[src/ucdp_pkg.sv]
// Shared types and constants for the USB configuration descriptor parser.
`default_nettype none

package ucdp_pkg;

   // Descriptor type codes and minimum lengths
   localparam logic [7:0] DT_CONFIG     = 8'd2;
   localparam logic [7:0] DT_INTERFACE  = 8'd4;
   localparam logic [7:0] DT_ENDPOINT   = 8'd5;
   localparam logic [7:0] CONFIG_MIN_LEN = 8'd9;
   localparam logic [7:0] IFACE_MIN_LEN  = 8'd9;
   localparam logic [7:0] EP_MIN_LEN     = 8'd7;
   localparam logic [7:0] CHAIN_MIN_LEN  = 8'd2;

   // Most records one byte can produce
   localparam int MAX_RECS = 3;

   typedef enum logic [2:0] {
      KIND_HEADER = 3'd0,
      KIND_IFACE  = 3'd1,
      KIND_EXTRA  = 3'd2,
      KIND_EP     = 3'd3,
      KIND_STATUS = 3'd4
   } kind_type;

   typedef enum logic [1:0] {
      STATUS_OK       = 2'd0,
      STATUS_INVALID  = 2'd1,
      STATUS_TOO_MANY = 2'd2
   } status_type;

   typedef struct packed {
      kind_type    kind;
      logic [4:0]  iface_slot;
      logic [4:0]  ep_slot;
      logic [15:0] desc_offset;
      logic [15:0] extra_len;
      logic [55:0] field_bytes;
      status_type  status;
   } rec_type;

   // Records produced by one byte, slot 0 first
   typedef struct packed {
      logic [1:0]               count;
      rec_type [MAX_RECS-1:0]   recs;
   } bundle_type;

endpackage

`default_nettype wire

[src/usb_config_descriptor_parser.sv]
// Top level of the USB configuration descriptor parser.
`default_nettype none

// Channel  Direction  Handshake          Payload
// req      in         req_valid/stall    data_byte, final_byte (one buffer byte)
// rsp      out        rsp_valid/stall    one record: kind, slots, offset, extent,
//                                        field bytes, status, last_of_run
//
// Flow: a byte waits in the input register, then its records (0 to 3) land in
// the result register and leave one per cycle while rsp_stall is low. Bytes
// that make at most one record flow at one per cycle while rsp_stall is low;
// a byte with several records holds the input until its last record is taken.
// Reset: synchronous, clears walk state and both valid flags; no clearing pass.
// Stalls: rsp_stall holds the current record; req_stall rises when the input
// register is full and its records cannot move into the result register.
module usb_config_descriptor_parser #(
   parameter int MAX_INTERFACES = 32,
   parameter int MAX_ENDPOINTS  = 31
) (
   input  wire logic         clock,
   input  wire logic         reset,

   input  wire logic         req_valid,
   output logic              req_stall,
   input  wire logic [7:0]   req_data_byte,
   input  wire logic         req_final_byte,

   output logic              rsp_valid,
   input  wire logic         rsp_stall,
   output logic [2:0]        rsp_record_kind,
   output logic [4:0]        rsp_iface_slot,
   output logic [4:0]        rsp_ep_slot,
   output logic [15:0]       rsp_desc_offset,
   output logic [15:0]       rsp_extra_len,
   output logic [55:0]       rsp_field_bytes,
   output logic [1:0]        rsp_status_code,
   output logic              rsp_last_of_run
);

   // input register
   logic        a_valid_ff, a_valid_in;
   logic [7:0]  a_byte_ff;
   logic        a_final_ff;
   logic        accept;
   logic        advance;
   logic        free;

   ucdp_pkg::bundle_type bundle;
   ucdp_pkg::rec_type    rsp_rec;

   // the buffered byte moves on once the result register can take its records
   assign advance    = a_valid_ff && free;
   assign req_stall  = a_valid_ff && !free;
   assign accept     = req_valid && !req_stall;
   assign a_valid_in = accept ? 1'b1 : (advance ? 1'b0 : a_valid_ff);

   always_ff @(posedge clock) begin
      if (reset) begin
         a_valid_ff <= 1'b0;
      end else begin
         a_valid_ff <= a_valid_in;
      end
   end

   always_ff @(posedge clock) begin
      if (accept) begin
         a_byte_ff  <= req_data_byte;
         a_final_ff <= req_final_byte;
      end
   end

   // walk state advances exactly when a byte leaves the input register
   ucdp_walker #(
      .MAX_INTERFACES (MAX_INTERFACES),
      .MAX_ENDPOINTS  (MAX_ENDPOINTS)
   ) u_walker (
      .clock      (clock),
      .reset      (reset),
      .step       (advance),
      .data_byte  (a_byte_ff),
      .final_byte (a_final_ff),
      .bundle     (bundle)
   );

   ucdp_serializer u_serializer (
      .clock     (clock),
      .reset     (reset),
      .load      (advance),
      .bundle    (bundle),
      .free      (free),
      .rsp_valid (rsp_valid),
      .rsp_stall (rsp_stall),
      .rsp_rec   (rsp_rec),
      .rsp_last  (rsp_last_of_run)
   );

   assign rsp_record_kind = rsp_rec.kind;
   assign rsp_iface_slot  = rsp_rec.iface_slot;
   assign rsp_ep_slot     = rsp_rec.ep_slot;
   assign rsp_desc_offset = rsp_rec.desc_offset;
   assign rsp_extra_len   = rsp_rec.extra_len;
   assign rsp_field_bytes = rsp_rec.field_bytes;
   assign rsp_status_code = rsp_rec.status;

   // a status record always ends its byte's run
   a_status_last: assert property (@(posedge clock) disable iff (reset)
      rsp_valid && rsp_record_kind == ucdp_pkg::KIND_STATUS |-> rsp_last_of_run)
      else $error("status record not last of run");

   // records of a byte never overwrite ones still waiting
   a_no_overwrite: assert property (@(posedge clock) disable iff (reset)
      advance && rsp_valid |-> !rsp_stall && rsp_last_of_run)
      else $error("result register overwritten");

   // a final byte always produces at least one record, its status record
   a_run_bound: assert property (@(posedge clock) disable iff (reset)
      advance |-> bundle.count != 2'd0 || !a_final_ff)
      else $error("final byte produced no status record");

endmodule

`default_nettype wire

[src/ucdp_walker.sv]
// Descriptor walk state and per-byte record generation.
`default_nettype none

module ucdp_walker #(
   parameter int MAX_INTERFACES = 32,
   parameter int MAX_ENDPOINTS  = 31
) (
   input  wire logic              clock,
   input  wire logic              reset,
   input  wire logic              step,
   input  wire logic [7:0]        data_byte,
   input  wire logic              final_byte,
   output ucdp_pkg::bundle_type   bundle
);

   localparam int IcW = $clog2(MAX_INTERFACES + 1);
   localparam int EcW = $clog2(MAX_ENDPOINTS + 1);

   logic [15:0]            pos_ff, pos_in;
   logic [15:0]            total_ff, total_in;
   logic [15:0]            desc_start_ff, desc_start_in;
   logic [7:0]             cur_len_ff, cur_len_in;
   logic [7:0]             desc_type_ff, desc_type_in;
   logic [55:0]            collect_ff, collect_in;
   logic [IcW-1:0]         iface_count_ff, iface_count_in;
   logic [EcW-1:0]         ep_count_ff, ep_count_in;
   logic                   iface_open_ff, iface_open_in;
   logic [15:0]            extra_start_ff, extra_start_in;
   logic                   extra_open_ff, extra_open_in;
   ucdp_pkg::status_type   error_ff, error_in;

   logic [16:0]            pos_ext;
   logic [16:0]            total_ext;
   logic [16:0]            desc_end;
   logic [7:0]             rel;
   logic [2:0]             lane;
   logic [1:0]             n;
   ucdp_pkg::rec_type [ucdp_pkg::MAX_RECS-1:0] recs;
   ucdp_pkg::status_type   final_status;

   // Extra-extent record for the most recent interface
   function automatic ucdp_pkg::rec_type extra_rec(input logic [IcW-1:0] count,
                                                   input logic [15:0] start,
                                                   input logic [15:0] stop);
      ucdp_pkg::rec_type r;
      logic [31:0]       slot;
      slot          = 32'(count) - 32'd1;
      r             = '0;
      r.kind        = ucdp_pkg::KIND_EXTRA;
      r.iface_slot  = slot[4:0];
      r.desc_offset = start;
      r.extra_len   = stop - start;
      return r;
   endfunction

   assign pos_ext   = {1'b0, pos_ff};
   assign total_ext = {1'b0, total_ff};
   assign desc_end  = {1'b0, desc_start_ff} + 17'(cur_len_ff);
   assign rel       = 8'(pos_ff - desc_start_ff);

   always_comb begin
      logic [31:0] slot_tmp;
      pos_in         = pos_ff;
      total_in       = total_ff;
      desc_start_in  = desc_start_ff;
      cur_len_in     = cur_len_ff;
      desc_type_in   = desc_type_ff;
      collect_in     = collect_ff;
      iface_count_in = iface_count_ff;
      ep_count_in    = ep_count_ff;
      iface_open_in  = iface_open_ff;
      extra_start_in = extra_start_ff;
      extra_open_in  = extra_open_ff;
      error_in       = error_ff;
      recs           = '0;
      n              = 2'd0;
      lane           = 3'd0;
      final_status   = ucdp_pkg::STATUS_OK;
      slot_tmp       = 32'd0;

      if (error_ff == ucdp_pkg::STATUS_OK) begin
         if (pos_ff < 16'd9) begin
            // configuration header bytes
            lane = 3'(pos_ff - 16'd2);
            if (pos_ff == 16'd0) begin
               desc_start_in = '0;
               cur_len_in    = data_byte;
               collect_in    = '0;
            end else if (pos_ff == 16'd1) begin
               desc_type_in = data_byte;
            end else begin
               collect_in[lane*8 +: 8] = data_byte;
            end
            if (pos_ff == 16'd3) begin
               total_in = collect_in[15:0];
            end
            if (pos_ff == 16'd8) begin
               if (desc_type_ff != ucdp_pkg::DT_CONFIG ||
                   cur_len_ff < ucdp_pkg::CONFIG_MIN_LEN ||
                   total_ff < {8'd0, cur_len_ff}) begin
                  error_in = ucdp_pkg::STATUS_INVALID;
               end else begin
                  recs[n].kind        = ucdp_pkg::KIND_HEADER;
                  recs[n].field_bytes = collect_in;
                  n = n + 2'd1;
               end
            end
         end else begin
            if (pos_ext == desc_end && pos_ext + 17'd2 <= total_ext) begin
               // length byte of the next chained descriptor
               if (data_byte < ucdp_pkg::CHAIN_MIN_LEN ||
                   {8'd0, data_byte} > total_ff - pos_ff) begin
                  error_in = ucdp_pkg::STATUS_INVALID;
               end else begin
                  desc_start_in = pos_ff;
                  cur_len_in    = data_byte;
                  desc_type_in  = '0;
                  collect_in    = '0;
               end
            end else if (pos_ext < desc_end && pos_ff < total_ff) begin
               lane = 3'(rel - 8'd2);
               if (rel == 8'd1) begin
                  desc_type_in = data_byte;
                  if (((data_byte == ucdp_pkg::DT_INTERFACE) &&
                       (cur_len_ff >= ucdp_pkg::IFACE_MIN_LEN)) ||
                      ((data_byte == ucdp_pkg::DT_ENDPOINT) &&
                       (cur_len_ff >= ucdp_pkg::EP_MIN_LEN) && iface_open_ff)) begin
                     if (extra_open_ff) begin
                        recs[n] = extra_rec(iface_count_ff, extra_start_ff,
                                            desc_start_ff);
                        n = n + 2'd1;
                        extra_open_in = 1'b0;
                     end
                  end
               end else if (rel >= 8'd2 && rel <= 8'd8) begin
                  collect_in[lane*8 +: 8] = data_byte;
               end

               if (rel == 8'd8 && desc_type_ff == ucdp_pkg::DT_INTERFACE &&
                   cur_len_ff >= ucdp_pkg::IFACE_MIN_LEN) begin
                  if (collect_in[15:8] != 8'd0) begin
                     // alternate setting: ignored along with its endpoints
                     iface_open_in = 1'b0;
                  end else if (iface_count_ff >= IcW'(MAX_INTERFACES)) begin
                     error_in = ucdp_pkg::STATUS_TOO_MANY;
                  end else begin
                     slot_tmp            = 32'(iface_count_ff);
                     recs[n].kind        = ucdp_pkg::KIND_IFACE;
                     recs[n].iface_slot  = slot_tmp[4:0];
                     recs[n].desc_offset = desc_start_ff;
                     recs[n].field_bytes = collect_in;
                     n = n + 2'd1;
                     iface_count_in = iface_count_ff + IcW'(1);
                     ep_count_in    = '0;
                     iface_open_in  = 1'b1;
                     extra_start_in = desc_start_ff + 16'(cur_len_ff);
                     extra_open_in  = 1'b1;
                  end
               end

               if (rel == 8'd6 && desc_type_ff == ucdp_pkg::DT_ENDPOINT &&
                   cur_len_ff >= ucdp_pkg::EP_MIN_LEN && iface_open_ff) begin
                  if (ep_count_ff >= EcW'(MAX_ENDPOINTS)) begin
                     error_in = ucdp_pkg::STATUS_TOO_MANY;
                  end else begin
                     slot_tmp            = 32'(iface_count_ff) - 32'd1;
                     recs[n].kind        = ucdp_pkg::KIND_EP;
                     recs[n].iface_slot  = slot_tmp[4:0];
                     slot_tmp            = 32'(ep_count_ff);
                     recs[n].ep_slot     = slot_tmp[4:0];
                     recs[n].desc_offset = desc_start_ff;
                     recs[n].field_bytes = collect_in;
                     n = n + 2'd1;
                     ep_count_in = ep_count_ff + EcW'(1);
                  end
               end
            end
         end

         // last byte inside the total length closes any open extent
         if (error_in == ucdp_pkg::STATUS_OK && pos_ff >= 16'd8 &&
             pos_ext + 17'd1 == {1'b0, total_in} && extra_open_in) begin
            recs[n] = extra_rec(iface_count_in, extra_start_in, total_in);
            n = n + 2'd1;
            extra_open_in = 1'b0;
         end
      end

      if (final_byte) begin
         final_status = error_in;
         if (error_in == ucdp_pkg::STATUS_OK &&
             (pos_ff < 16'd8 || pos_ext + 17'd1 < {1'b0, total_in} ||
              iface_count_in == '0)) begin
            final_status = ucdp_pkg::STATUS_INVALID;
         end
         recs[n].kind   = ucdp_pkg::KIND_STATUS;
         recs[n].status = final_status;
         n = n + 2'd1;
         pos_in         = '0;
         total_in       = '0;
         desc_start_in  = '0;
         cur_len_in     = '0;
         desc_type_in   = '0;
         collect_in     = '0;
         iface_count_in = '0;
         ep_count_in    = '0;
         iface_open_in  = 1'b0;
         extra_start_in = '0;
         extra_open_in  = 1'b0;
         error_in       = ucdp_pkg::STATUS_OK;
      end else if (pos_ff != 16'hFFFF) begin
         pos_in = pos_ff + 16'd1;
      end
   end

   assign bundle.count = n;
   assign bundle.recs  = recs;

   always_ff @(posedge clock) begin
      if (reset) begin
         pos_ff         <= '0;
         total_ff       <= '0;
         desc_start_ff  <= '0;
         cur_len_ff     <= '0;
         desc_type_ff   <= '0;
         collect_ff     <= '0;
         iface_count_ff <= '0;
         ep_count_ff    <= '0;
         iface_open_ff  <= 1'b0;
         extra_start_ff <= '0;
         extra_open_ff  <= 1'b0;
         error_ff       <= ucdp_pkg::STATUS_OK;
      end else if (step) begin
         pos_ff         <= pos_in;
         total_ff       <= total_in;
         desc_start_ff  <= desc_start_in;
         cur_len_ff     <= cur_len_in;
         desc_type_ff   <= desc_type_in;
         collect_ff     <= collect_in;
         iface_count_ff <= iface_count_in;
         ep_count_ff    <= ep_count_in;
         iface_open_ff  <= iface_open_in;
         extra_start_ff <= extra_start_in;
         extra_open_ff  <= extra_open_in;
         error_ff       <= error_in;
      end
   end

endmodule

`default_nettype wire

[src/ucdp_serializer.sv]
// Result register: holds one byte's records and sends them out one per cycle while rsp_stall is low.
`default_nettype none

module ucdp_serializer (
   input  wire logic                clock,
   input  wire logic                reset,
   input  wire logic                load,
   input  wire ucdp_pkg::bundle_type bundle,
   output logic                     free,
   output logic                     rsp_valid,
   input  wire logic                rsp_stall,
   output ucdp_pkg::rec_type        rsp_rec,
   output logic                     rsp_last
);

   logic [1:0]   count_ff, count_in;
   logic [1:0]   idx_ff, idx_in;
   ucdp_pkg::rec_type [ucdp_pkg::MAX_RECS-1:0] recs_ff, recs_in;
   logic         take;

   assign rsp_valid = (count_ff != 2'd0);
   assign rsp_last  = (idx_ff == count_ff - 2'd1);
   assign take      = rsp_valid && !rsp_stall;
   assign free      = !rsp_valid || (take && rsp_last);
   assign rsp_rec   = recs_ff[idx_ff];

   always_comb begin
      count_in = count_ff;
      idx_in   = idx_ff;
      recs_in  = recs_ff;
      if (load) begin
         count_in = bundle.count;
         idx_in   = 2'd0;
         recs_in  = bundle.recs;
      end else if (take) begin
         if (rsp_last) begin
            count_in = 2'd0;
            idx_in   = 2'd0;
         end else begin
            idx_in = idx_ff + 2'd1;
         end
      end
   end

   always_ff @(posedge clock) begin
      if (reset) begin
         count_ff <= 2'd0;
         idx_ff   <= 2'd0;
      end else begin
         count_ff <= count_in;
         idx_ff   <= idx_in;
      end
   end

   always_ff @(posedge clock) begin
      recs_ff <= recs_in;
   end

endmodule

`default_nettype wire
[config.mk]
export PLATFORM = sky130hd
export DESIGN_NAME = usb_config_descriptor_parser
export DESIGN_NICKNAME = d
export VERILOG_FILES = /design/src/ucdp_pkg.sv /design/src/usb_config_descriptor_parser.sv /design/src/ucdp_walker.sv /design/src/ucdp_serializer.sv
export SDC_FILE = /design/constraint.sdc
export NUM_CORES = 1
export LEC_CHECK = 0
export BUFFER_PORTS_ARGS = -buffer_cell sky130_fd_sc_hd__buf_2
export CORE_MARGIN = 2
export CORE_UTILIZATION = 30
export DETAILED_ROUTE_END_ITERATION = 10
export PLACE_DENSITY_LB_ADDON = 0.05
export SETUP_SLACK_MARGIN = 0.3
export SLEW_MARGIN = 30
export SYNTH_ARGS = -nofsm -noshare
export SYNTH_HDL_FRONTEND = slang
export SYNTH_HIERARCHICAL = 1
export SYNTH_SLANG_ARGS = --single-unit
export TNS_END_PERCENT = 50
[constraint.sdc]
create_clock -name clock -period 14.6 [get_ports clock]
set_input_delay 2.19 -clock clock [delete_from_list [all_inputs] [get_ports clock]]
set_output_delay 2.19 -clock clock [all_outputs]
set_load 0.02 [all_outputs]
==> results.md, run 1 <==
* Status: finished, final reports clean
* Crit Path Class: register to register
* Final hold vios at 0
* R2R cell count at 32
* Highest-count cells in the layout ignoring fill and taps: nor2_1, edfxtp_1, nand2_1, mux2i_1, a21oi_1
* Final period utilization at approximately 57%
* Post_cts resized at 0
* CTS Buffer Depth at 3
* Main area contributors after synthesis: edfxtp_1, dfxtp_1, ha_1, nor2_1, mux2i_1
* LEAKAGE at 11.6 nW
* Crit path time final at 8370 ps
* Int Pwr at around 2.6 mW
* Layout cells sized above 1 at 11.1%
* Area of the multi-input gates at approximately 0.016 sq mm
* Syn Inst Count at about 3300
* Largest net degree at the start of global routing at ~140
* Filler Cell Count at 10300
* Crit path DAT at about 9000 ps
* Core area at about 0.1 sq mm
* Antenna-violating nets left at 0
* Fin Hold WS at between 400 and 500 ps
* Via count at between 20000 and 30000
* Netlist cell types at roughly 100
* Clock Skew at ~22 ps
* Synth Warn # at 6
* Count of pins over their slew limit at 0
* Grt ovf at 0
* Port buffer count at between 100 and 150
* Yosys reg bits at approximately 470
* Synthesized area at approximately 0.03 sq mm
* Antenna violations before repair at 4
* Max incr delay on CP at about 800 ps
* EDFF count, synth at between 300 and 400
* Worst hold path stage count at 2
* Iteration-0 DRC Markers at between 2000 and 2500
* Max FO, Critical Path at 9
* Slowest cell on crit path: a2111oi_4
* Avg Inst Size Synth at 9.18 sq um
* Max_slew headroom at between 30% and 40%
* Total iterations of the first detailed-routing run at 6
* Syn_nets at between 3000 and 4000
* Top-area cell type share of the netlist area at between 30% and 40%
* Number of buffers added for setup after CTS at 0
* Number of global-route vias before repair at about 25000
* Async S/R FF share, synth at 0%
* Most common cell after layout, fill and taps aside: nor2_1
* CP startpoint kind: register
* H-tree level count at 2
* CP endpoint kind: register
* Die Wd at ~320 um
* NetSw at ~0.86 mW
* R2R setup slack at 6230 ps
* CTS Sinks at 474
* CTS tree: yes
* Logic pwr share at ~7.8%
* Post-synth top flop: edfxtp_1
* CTS clock-pin slew for the worst setup and hold paths at approximately 70 ps
* Die Y at between 300 and 400 um
* Peak Freq at 119 MHz
* GRT Overall Usage at 22.7%
* Via density per instance at approximately 5.5
* # nets final at around 3500
* Die area at ~0.1 sq mm
* Maxcap violations at 0
* Hold Path Sink: u_walker/desc_type_ff[4]$_SDFFE_PP0P_
* Clock root cell: clkbuf_16
* Worst-Skew Late Latency at 690 ps
* Switching share of power at about a quarter
* Unrepaired setup endpoints after global routing: false
* Reg power frac at between 40% and 50%
* Sum Neg Setup Slack at 0 ps
* Worst slew pin tran at between 900 and 1000 ps
* Clock power frac at between 40% and 50%
* Wire per inst at about 26 um
* Worst EP required at about 15000 ps
* Hold Buf Count CTS at 0
* Drt total wl at roughly 120 mm
* Core Rows at around 120
* Routability cong. at around 0.89
* Area Overhead vs Synth at 13.0%
* Seq/Total Area, Yosys at between 40 and 50%
* RR Startpoint: u_walker/desc_start_ff[1]$_SDFFE_PP0P_
* P per Cell Area at between 100 and 150 mW/mm^2
* First-pass GRT wire length at 174 mm
* Io pins at roughly 120
* CTS Buf Count at 60
* DRC violations left at 0
* Setup violators final at 0
* Class of the worst hold path: register to register
* Hold_sp: u_walker/desc_type_ff[4]$_SDFFE_PP0P_
* Synth area leader: edfxtp_1
* Sequential Area at 0.0127 sq mm
* Initial core utilization at 30.2%
* VDD IR-drop max at slightly below 0.00009 V
* Worst flop-to-flop path endpoint: u_serializer/recs_ff[73]$_DFFE_PP_
* Final HPWL DP at ~81 mm
[kinds of logic after synthesis]
logic type / after synthesis / share of synthesized area (%)
buf+inv: 354 / 5.33
xor+xnor: 105 / 3.11
fa+ha+maj: 167 / 7.05
mux: 212 / 7.21
compound gates: 814 / 17.6
simple gates: 1159 / 17.7
flops: 474 / 42.0
[Yosys cell counts (13+ instances only)]
library cell,count
a211oi_1,39
a21o_1,13
a21oi_1,182
a22o_1,19
a22oi_1,81
a2bb2oi_1,15
a31oi_1,35
and2_1,33
and3_1,24
buf_2,36
buf_6,23
clkbuf_1,140
dfxtp_1,156
edfxtp_1,318
ha_1,162
inv_1,133
mux2_2,23
mux2i_1,182
nand2_1,267
nand2b_1,34
nand3_1,109
nand4_1,22
nor2_1,490
nor2b_1,57
nor3_1,30
nor4_1,18
o21a_1,14
o21ai_0,179
o21ai_1,50
o221ai_1,24
o22a_1,24
o22ai_1,35
xnor2_1,75
xor2_1,29
[state kept, by name, indices dropped and copies added, names as in the netlist, 2 cells and up]
register	count
u_walker/ep_count_ff	5
a_byte_ff	8
u_serializer/idx_ff	2
u_walker/iface_count_ff	6
u_walker/desc_type_ff	8
u_walker/pos_ff	16
u_walker/collect_ff	56
u_walker/extra_start_ff	16
u_walker/error_ff	2
u_serializer/recs_ff	309
u_walker/cur_len_ff	8
u_walker/desc_start_ff	16
u_walker/total_ff	16
u_serializer/count_ff	2
[how the worst max path moves through the flow]
stage	startpoint	end	slack, ps	depth (start not counted)
6_report	u_walker/desc_start_ff[1]$_SDFFE_PP0P_	u_serializer/recs_ff[73]$_DFFE_PP_	6230	32
5_1_grt	u_walker/desc_start_ff[1]$_SDFFE_PP0P_	u_serializer/recs_ff[73]$_DFFE_PP_	5570	32
4_1_cts	u_walker/desc_start_ff[1]$_SDFFE_PP0P_	u_serializer/recs_ff[73]$_DFFE_PP_	6320	32
3_5_place_dp	u_walker/desc_start_ff[1]$_SDFFE_PP0P_	u_serializer/recs_ff[73]$_DFFE_PP_	6370	32
3_3_place_gp	u_walker/desc_start_ff[1]$_SDFFE_PP0P_	u_serializer/recs_ff[72]$_DFFE_PP_	6230	33
2_1_floorplan	rsp_stall	u_walker/desc_type_ff[6]$_SDFFE_PP0P_	2910	10
[routing by layer]
layer	vias up	wire length, um	GRT usage (%)	part of all wire (%)
li1	12000	-	-	-
met1	12800	56500	32.7	47
met2	788	53400	35.6	45
met3	135	6860	3.46	5.8
met4	4	2350	5.23	2.0
met5	-	27	0	0.023
[area by class of cell]
type,instances,share of cell area [%]
Multi-Input combinational cell,2457,46.9
Tap cell,1298,4.77
Clock buffer,80,4.93
Clock inverter,34,1.43
Sequential cell,474,37.2
Antenna cell,3,0.0220
Inverter,133,1.47
Timing Repair Buffer,183,3.30
[critical path: cells and delay by family (launching register included)]
family                     cells  cell delay (ps)
adders and majority gates      3              910
buffers and inverters          1              240
and+or+nand+nor                8             1240
AOI/OAI and AO/OA             18             4660
DFF                            1              530
xor gates and xnor gates       2              500
[power by group through the flow]
stage	combinational (mW)	sequential [mW]	clock [mW]
2_1_floorplan	0.163	1.54	0
3_3_place_gp	0.264	1.53	0
3_5_place_dp	0.267	1.53	0
4_1_cts	0.268	1.50	1.69
5_1_grt	0.287	1.51	1.75
6_report	0.267	1.50	1.65
[per-stage QoR]
stage / worst slack (ps) / power [mW] / std cells / area (sq um) / util (%)
after floorplan: 2910 / 1.70 / 3285 / 30200 / -
after global placement: 6230 / 1.79 / 4543 / 31800 / 31.9
after detailed placement: 6370 / 1.80 / 4544 / 31900 / 31.9
after CTS: 6320 / 3.46 / 4658 / 34000 / 34.1
after global routing: 5570 / 3.54 / 4659 / 34100 / 34.1
final: 6230 / 3.42 / 4662 / 34100 / 34.1
(Power assumes the default switching activity.)
==> run 2, diff against run 1 <==
==> constraint.sdc (replaced) <==
create_clock -name clock -period 7.2 [get_ports clock]
set_input_delay 1.08 -clock clock [delete_from_list [all_inputs] [get_ports clock]]
set_output_delay 1.08 -clock clock [all_outputs]
set_load 0.02 [all_outputs]
==> results.md, run 2 (synthesis gave the netlist of run 1 again) <==
* Status: finished, final reports clean
* Largest register FFs at 309 (unchanged)
* Unrepaired setup endpoints after global routing: true
* CP dominant cell by count: a21oi_2
* Io pins at 119 (unchanged)
* Final HPWL DP at 82.9 mm (+1.9%)
* Antenna violations before repair at 5 (+1)
* Grt ovf at 0 (unchanged)
* Largest register by flop count: u_serializer/recs_ff
* Max_slew headroom at 30.7% (-2.0 points)
* Routability cong. at 0.876 (-1.4%)
* Final period utilization at 91.0% (+34 points)
* Placed cell area at 0.0324 sq mm (+1.6%)
* Antenna-violating nets left at 0 (unchanged)
* Core area at 0.0999 sq mm (unchanged)
* Slowest cell on crit path: fa_1
* Peak Freq at 153 MHz (+28%)
* Worst path buffer plus inverter count at 2 (+1)
* Worst slew pin tran at 1040 ps (+54.8 ps)
* # nets final at 3552 (+1.8%)
* Max FO, Critical Path at 5 (-4)
* First-pass GRT wire length at 173 mm (-0.51%)
* Class of the worst hold path: register to register
* Via count at 25600 (-0.63%)
* Clock Skew at 27.8 ps (+5.52 ps)
* Die Wd at 321 um (unchanged)
* Total power at 6.68 mW (+95%)
* Crit path DAT at 6980 ps (-1790 ps)
* Largest net degree at the start of global routing at 147 (+2.1%)
* Top delay family on crit path: compound AO/OA/AOI/OAI gates
* Maxcap violations at 0 (unchanged)
* R2R setup slack at 650 ps (-5580 ps)
* Setup violators final at 0 (unchanged)
* Crit path time final at 6550 ps (-1820 ps)
* DRC violations left at 0 (unchanged)
* CTS tree: yes
* Via density per instance at 5.41 (-1.9%)
* Die Y at 321 um (unchanged)
* Worst-Skew Late Latency at 670 ps (-20 ps)
* Hold Buf Count CTS at 0 (unchanged)
* CTS Buffer Depth at 3 (unchanged)
* CP startpoint kind: register
* Number of global-route vias before repair at 25100 (+0.28%)
* Port buffer count at 118 (unchanged)
* CTS Sinks at 474 (unchanged)
* Highest-count cells in the layout ignoring fill and taps: nor2_1, edfxtp_1, nand2_1, mux2i_1, a21oi_1
* Layout cells sized above 1 at 13.1% (+2.1 points)
* Clock root cell: clkbuf_16
* Initial core utilization at 30.2% (unchanged)
* CP endpoint kind: register
* Crit Path Class: register to register
* Core Rows at 116 (unchanged)
* Filler Cell Count at 10300 (-0.15%)
* Design area at 0.0346 sq mm (+1.5%)
* Regs by FF count: u_serializer/recs_ff (309), u_walker/collect_ff (56)
* Final hold vios at 0 (unchanged)
* Count of pins over their slew limit at 0 (unchanged)
* DP Worst Slack at -38.3 ps (-6410 ps)
* Drt total wl at 118 mm (-1.2%)
* Max incr delay on CP at 440 ps (-370 ps)
* VDD IR-drop max at 0.000189 V (+110%)
* Worst EP required at 7620 ps (-7380 ps)
* Most common cell after layout, fill and taps aside: nor2_1
* GRT Overall Usage at 22.5% (-0.22 points)
* H-tree level count at 2 (unchanged)
* Iteration-0 DRC Markers at 2001 (-2.8%)
* CTS clock-pin slew for the worst setup and hold paths at 70 ps (about the same)
* LEAKAGE at 11.9 nW (+2.4%)
* Total iterations of the first detailed-routing run at 5 (-1)
* Area Overhead vs Synth at 14.6%
* P per Cell Area at 193 mW/mm^2 (+93%)
* Wire per inst at 24.9 um (-2.5%)
* CTS Buf Count at 59 (-1.7%)
* Final critical-path setup slack at 645 ps (-5580 ps)
* Die area at 0.103 sq mm (unchanged)
run 2: layout make-up:
cell class	instances	area, sq um	share of cell area (%)
diodes	1	2.50	0.00724
repair buffers	247	1710	4.93
inverters	133	499	1.44
clock buffers	79	1670	4.82
clock inverters	31	302	0.872
well taps	1298	1620	4.70
flip-flops and latches	474	12700	36.7
multi-input cells	2457	16100	46.6
run 2: per-layer routing:
layer | vias up | track usage [%] | wire length, um
met5 | - | 0 | 0
met4 | 0 | 5.01 | 2320
met3 | 121 | 2.78 | 5310
met2 | 647 | 34.5 | 51900
met1 | 12700 | 33.5 | 58100
li1 | 12100 | - | -
run 2: final timing paths:
check	from	end	cells past startpoint
setup / recovery	u_walker/cur_len_ff[0]$_SDFFE_PP0P_	u_serializer/recs_ff[72]$_DFFE_PP_	32
setup reg to reg	u_walker/cur_len_ff[0]$_SDFFE_PP0P_	u_serializer/recs_ff[72]$_DFFE_PP_	32
hold / removal	u_walker/desc_type_ff[4]$_SDFFE_PP0P_	u_walker/desc_type_ff[4]$_SDFFE_PP0P_	2
hold reg to reg	u_walker/desc_type_ff[4]$_SDFFE_PP0P_	u_walker/desc_type_ff[4]$_SDFFE_PP0P_	2
run 2: repair_timing:
action | CTS | global route
buffers inserted | 1 | 4
pin swaps | 2 | 7
gates resized for setup | 7 | 26
endpoints found under the hold margin | 0 | 0
endpoints found under the setup margin | 10 | 182
run 2: per-stage QoR:
stage	hold WS (ps)	utilization, %	std cells	setup TNS (ps)
after floorplan	441	-	3285	0
after CTS	473	34.4	4714	0
after detailed placement	462	32.4	4603	-38.3
after global placement	454	32.4	4603	0
final	475	34.6	4720	0
after global routing	503	34.6	4719	0
run 2: where the power goes:
part           total [mW]  internal [mW]  leakage, nW  switching, mW
registers            3.05           3.00         4.14         0.0469
clock network        3.09           1.82        0.966           1.26
logic               0.539          0.154         6.77          0.385
total                6.68           4.98         11.9           1.69
run 2: tightest hold or removal path, cell delays in order, from the launching register on:
cell and delay [ps]:
dfxtp_1 310, nand2b_1 60, a21oi_1 50
==> run 3, diff against run 2 <==
--- a/config.mk
+++ b/config.mk
@@ -9,11 +9,11 @@
 export CORE_MARGIN = 2
 export CORE_UTILIZATION = 30
 export DETAILED_ROUTE_END_ITERATION = 10
+export GPL_ROUTABILITY_DRIVEN = 0
 export PLACE_DENSITY_LB_ADDON = 0.05
 export SETUP_SLACK_MARGIN = 0.3
 export SLEW_MARGIN = 30
 export SYNTH_ARGS = -nofsm -noshare
 export SYNTH_HDL_FRONTEND = slang
-export SYNTH_HIERARCHICAL = 1
 export SYNTH_SLANG_ARGS = --single-unit
 export TNS_END_PERCENT = 50
==> results.md, run 3 <==
* Status: finished, final reports clean
* Syn_nets at 3475 (+0.29%)
* Filler Cell Count at 9944 (-3.2%)
* Clock root cell: clkbuf_16
* Largest family of logic cells by synthesized area: simple AND/OR/NAND/NOR gates
* Crit Path Class: register to register
* Regs by FF count: u_serializer.recs_ff (309), u_walker.collect_ff (56)
* Area Overhead vs Synth at 15.5%
* Final period utilization at 90.0% (-1.1 points)
* Antenna violations before repair at 0 (-5)
* Iteration-0 DRC Markers at 1964 (-1.8%)
* Via density per instance at 5.43 (+0.30%)
* Post-synth top flop: edfxtp_1
* XOR/XNOR Fraction of Synth Area at 3.52% (+0.41 points)
* Wire per inst at 24.5 um (-1.7%)
* Syn Inst Count at 3301 (+0.49%)
* Crit. Startpoint: u_walker.pos_ff[14]$_SDFFE_PP0P_
* CTS tree: yes
* Sum Neg Setup Slack at 0 ps (unchanged)
* Async S/R FF share, synth at 0% (unchanged)
* Die area at 0.100 sq mm (-2.6%)
* Synth Area in Adders at 6.96% (-0.089 points)
* Switching share of power at 26.5% (+1.1 points)
* LEAKAGE at 12.1 nW (+1.6%)
* Unrepaired setup endpoints after global routing: false
* Top cells by count, synth: nor2_1, edfxtp_1, nand2_1, o21ai_0, a21oi_1
* RR Startpoint: u_walker.pos_ff[14]$_SDFFE_PP0P_
* H-tree level count at 2 (unchanged)
* Largest register FFs at 309 (unchanged)
* Final hold vios at 0 (unchanged)
* Number of global-route vias before repair at 25100 (+0.040%)
* Reg power frac at 46.5% (+0.8 points)
* Core Util, Final at 35.0% (+0.39 points)
* Io pins at 119 (unchanged)
* Core area at 0.0969 sq mm (-3.0%)
* Peak Freq at 154 MHz (+1.2%)
* CP startpoint kind: register
* Count of pins over their slew limit at 0 (unchanged)
* Setup violators final at 0 (unchanged)
* Synth Warn # at 0 (-6)
* Crit path time final at 6480 ps (-76.0 ps)
* Max_slew headroom at 33.3% (+2.6 points)
* P per Cell Area at 194 mW/mm^2 (+0.44%)
* Logic pwr share at 9.0% (+0.9 points)
* Post-synthesis compound-gate area fraction at 16.9% (-0.67 points)
* CP endpoint: u_serializer.recs_ff[103]$_SDFFCE_PN0P_
* Worst slew pin tran at 973 ps (-63.1 ps)
* Synthesized area at 0.0294 sq mm (-2.7%)
* Largest net degree at the start of global routing at 80 (-46%)
* CTS clock-pin slew for the worst setup and hold paths at 60 ps (about the same)
* Main area contributors after synthesis: edfxtp_1, dfxtp_1, nor2_1, ha_1, mux2i_1
* Die Wd at 317 um (-1.3%)
* Slowest cell on crit path: a21boi_0
* Synth Area in Simple Gates at 18.2% (+0.54 points)
* CP endpoint kind: register
* Hold Buf Count CTS at 0 (unchanged)
* Port buffer count at 118 (unchanged)
* Layout cells sized above 1 at 11.5% (-1.7 points)
* Clock Skew at 70.4 ps (+42.6 ps)
* Synth area leader: edfxtp_1
* Top-area cell type share of the netlist area at 32.5% (+0.87 points)
* Core Rows at 114 (-1.7%)
* Max incr delay on CP at 790 ps (+350 ps)
* Worst-Skew Late Latency at 690 ps (+20 ps)
* Crit path DAT at 6850 ps (-130 ps)
* NetSw at 1.74 mW (+2.9%)
* Yosys reg bits at 474 (unchanged)
* EDFF count, synth at 318 (unchanged)
* CTS Buffer Depth at 3 (unchanged)
* Via count at 25600 (+0.15%)
* DRC violations left at 0 (unchanged)
* R2R setup slack at 720 ps (+80 ps)
* Top-count cell post-synth: nor2_1
* Drt total wl at 116 mm (-1.8%)
* VDD IR-drop max at 0.000181 V (-4.1%)
* Final HPWL DP at 82.8 mm (-0.17%)
* Highest-count cells in the layout ignoring fill and taps: nor2_1, edfxtp_1, nand2_1, o21ai_0, a21oi_1
* Total iterations of the first detailed-routing run at 6 (+1)
* Netlist cell types at 75 (-26%)
* Hold_sp: u_walker.desc_type_ff[4]$_SDFFE_PP0P_
* Clock power frac at 44.5% (-1.7 points)
* Critical-path cell list: nor4_1, and4_1, a2111o_1, mux2i_1, o22ai_1, mux2i_1, ha_1, nand4_1, nor2_1, a221o_1, a21oi_1, o21ai_0, nand3_1, nand3_1, o211ai_1, a21boi_0, nor2b_1
* Worst EP required at 7580 ps (-40 ps)
* First-pass GRT wire length at 170 mm (-1.9%)
* Avg Inst Size Synth at 8.89 sq um (-3.1%)
* Die Y at 317 um (-1.3%)
* R2R cell count at 17 (-47%)
* Max FO, Critical Path at 8 (+3)
* CTS Sinks at 474 (unchanged)
* Worst flop-to-flop path endpoint: u_serializer.recs_ff[103]$_SDFFCE_PN0P_
* GRT Overall Usage at 22.6% (+0.16 points)
* Antenna diodes at 0 (-1)
* Initial core utilization at 30.3% (+0.11 points)
* Largest register by flop count: u_serializer.recs_ff
* Grt ovf at 0 (unchanged)
* # nets final at 3560 (+0.23%)
* Most common cell after layout, fill and taps aside: nor2_1
* Seq/Total Area, Yosys at 43.2% (+1.1 points)
* CTS Buf Count at 59 (unchanged)
* Int Pwr at 4.84 mW (-3.0%)
* Class of the worst hold path: register to register
* Multiplexer area fraction after synthesis at 6.73% (-0.48 points)
* Fin Hold WS at 486 ps (+10.4 ps)
* Antenna-violating nets left at 0 (unchanged)
* Maxcap violations at 0 (unchanged)
==> run 3: cell count changes in the layout (fill, tap and decap cells not counted), moves of 20 or more <==
cell / change
a22oi_1: -32
nor2b_1: -48
mux2_2: -20
nor2_1: +47
o21ai_1: -45
o21ai_0: +53
a21oi_1: +47
==> run 3: worst min-delay path by stage <==
| stage | end | slack (ps) | depth (start not counted) |
|---|---|---|---|
| after floorplan | u_serializer.count_ff[1]$_SDFFE_PP0P_ | 440 | 2 |
| after global placement | u_walker.desc_type_ff[7]$_SDFFE_PP0P_ | 460 | 2 |
| after detailed placement | u_walker.extra_start_ff[6]$_SDFFE_PP0P_ | 480 | 2 |
| after CTS | u_walker.extra_start_ff[6]$_SDFFE_PP0P_ | 490 | 2 |
| after global routing | u_walker.ep_count_ff[2]$_SDFFE_PP0P_ | 520 | 2 |
| final | u_walker.desc_type_ff[4]$_SDFFE_PP0P_ | 490 | 2 |
==> run 3: area by class of cell <==
cell class	instances	area [sq um]	area share, %
clock buffer	93	1700	5.02
clock inverter	19	179	0.528
inverter	135	510	1.51
multi-input combinational	2481	15700	46.2
sequential	474	12700	37.4
tap	1276	1600	4.71
timing repair buffer	235	1580	4.66
==> run 3: critical path, delay by kind of cell (launching register included) <==
family / cells / cell delay (ps)
AO/OA/AOI/OAI: 7 / 2830
AND/OR/NAND/NOR: 7 / 1990
multiplexers: 2 / 580
flip-flops: 1 / 420
adder cells (fa/ha/maj): 1 / 380
==> run 3: timing repair <==
action,CTS,global route
buffers inserted,0,1
gates resized for setup,2,28
endpoints found under the setup margin,18,39
pin swaps,0,4
==> run 3: through the flow <==
| step | cells | power (mW) | setup WS, ps | instance area [sq um] |
|---|---|---|---|---|
| 5_1_grt | 4713 | 6.81 | 307 | 33900 |
| 6_report | 4713 | 6.58 | 721 | 33900 |
| 4_1_cts | 4711 | 6.66 | 322 | 33700 |
| 3_3_place_gp | 4598 | 3.69 | 279 | 31800 |
| 3_5_place_dp | 4599 | 3.70 | 188 | 31800 |
| 2_1_floorplan | 3301 | 3.47 | 124 | 29500 |
==> run 3: power groups by stage <==
stage	Sequential [mW]	Clock (mW)	Combinational [mW]
after floorplan	3.11	0	0.353
after global placement	3.11	0	0.582
after detailed placement	3.12	0	0.586
after CTS	3.06	3.01	0.589
after global routing	3.07	3.11	0.635
final	3.06	2.93	0.591
==> run 3: metal layers <==
layer / part of all wire [%] / vias to the layer above / global-route usage (%)
met3: 5.0 / 131 / 3.20
met4: 2.3 / 0 / 5.39
met2: 43 / 707 / 34.1
met5: 0 / - / 0
li1: - / 12100 / -
met1: 50 / 12700 / 33.9
==> run 3: logic make-up after synthesis <==
family | Yosys count
flip-flops | 474
multiplexers | 197
AND/OR/NAND/NOR | 1197
adder cells (fa/ha/maj) | 161
XOR/XNOR | 118
buffers and inverters | 346
AO/OA/AOI/OAI | 808
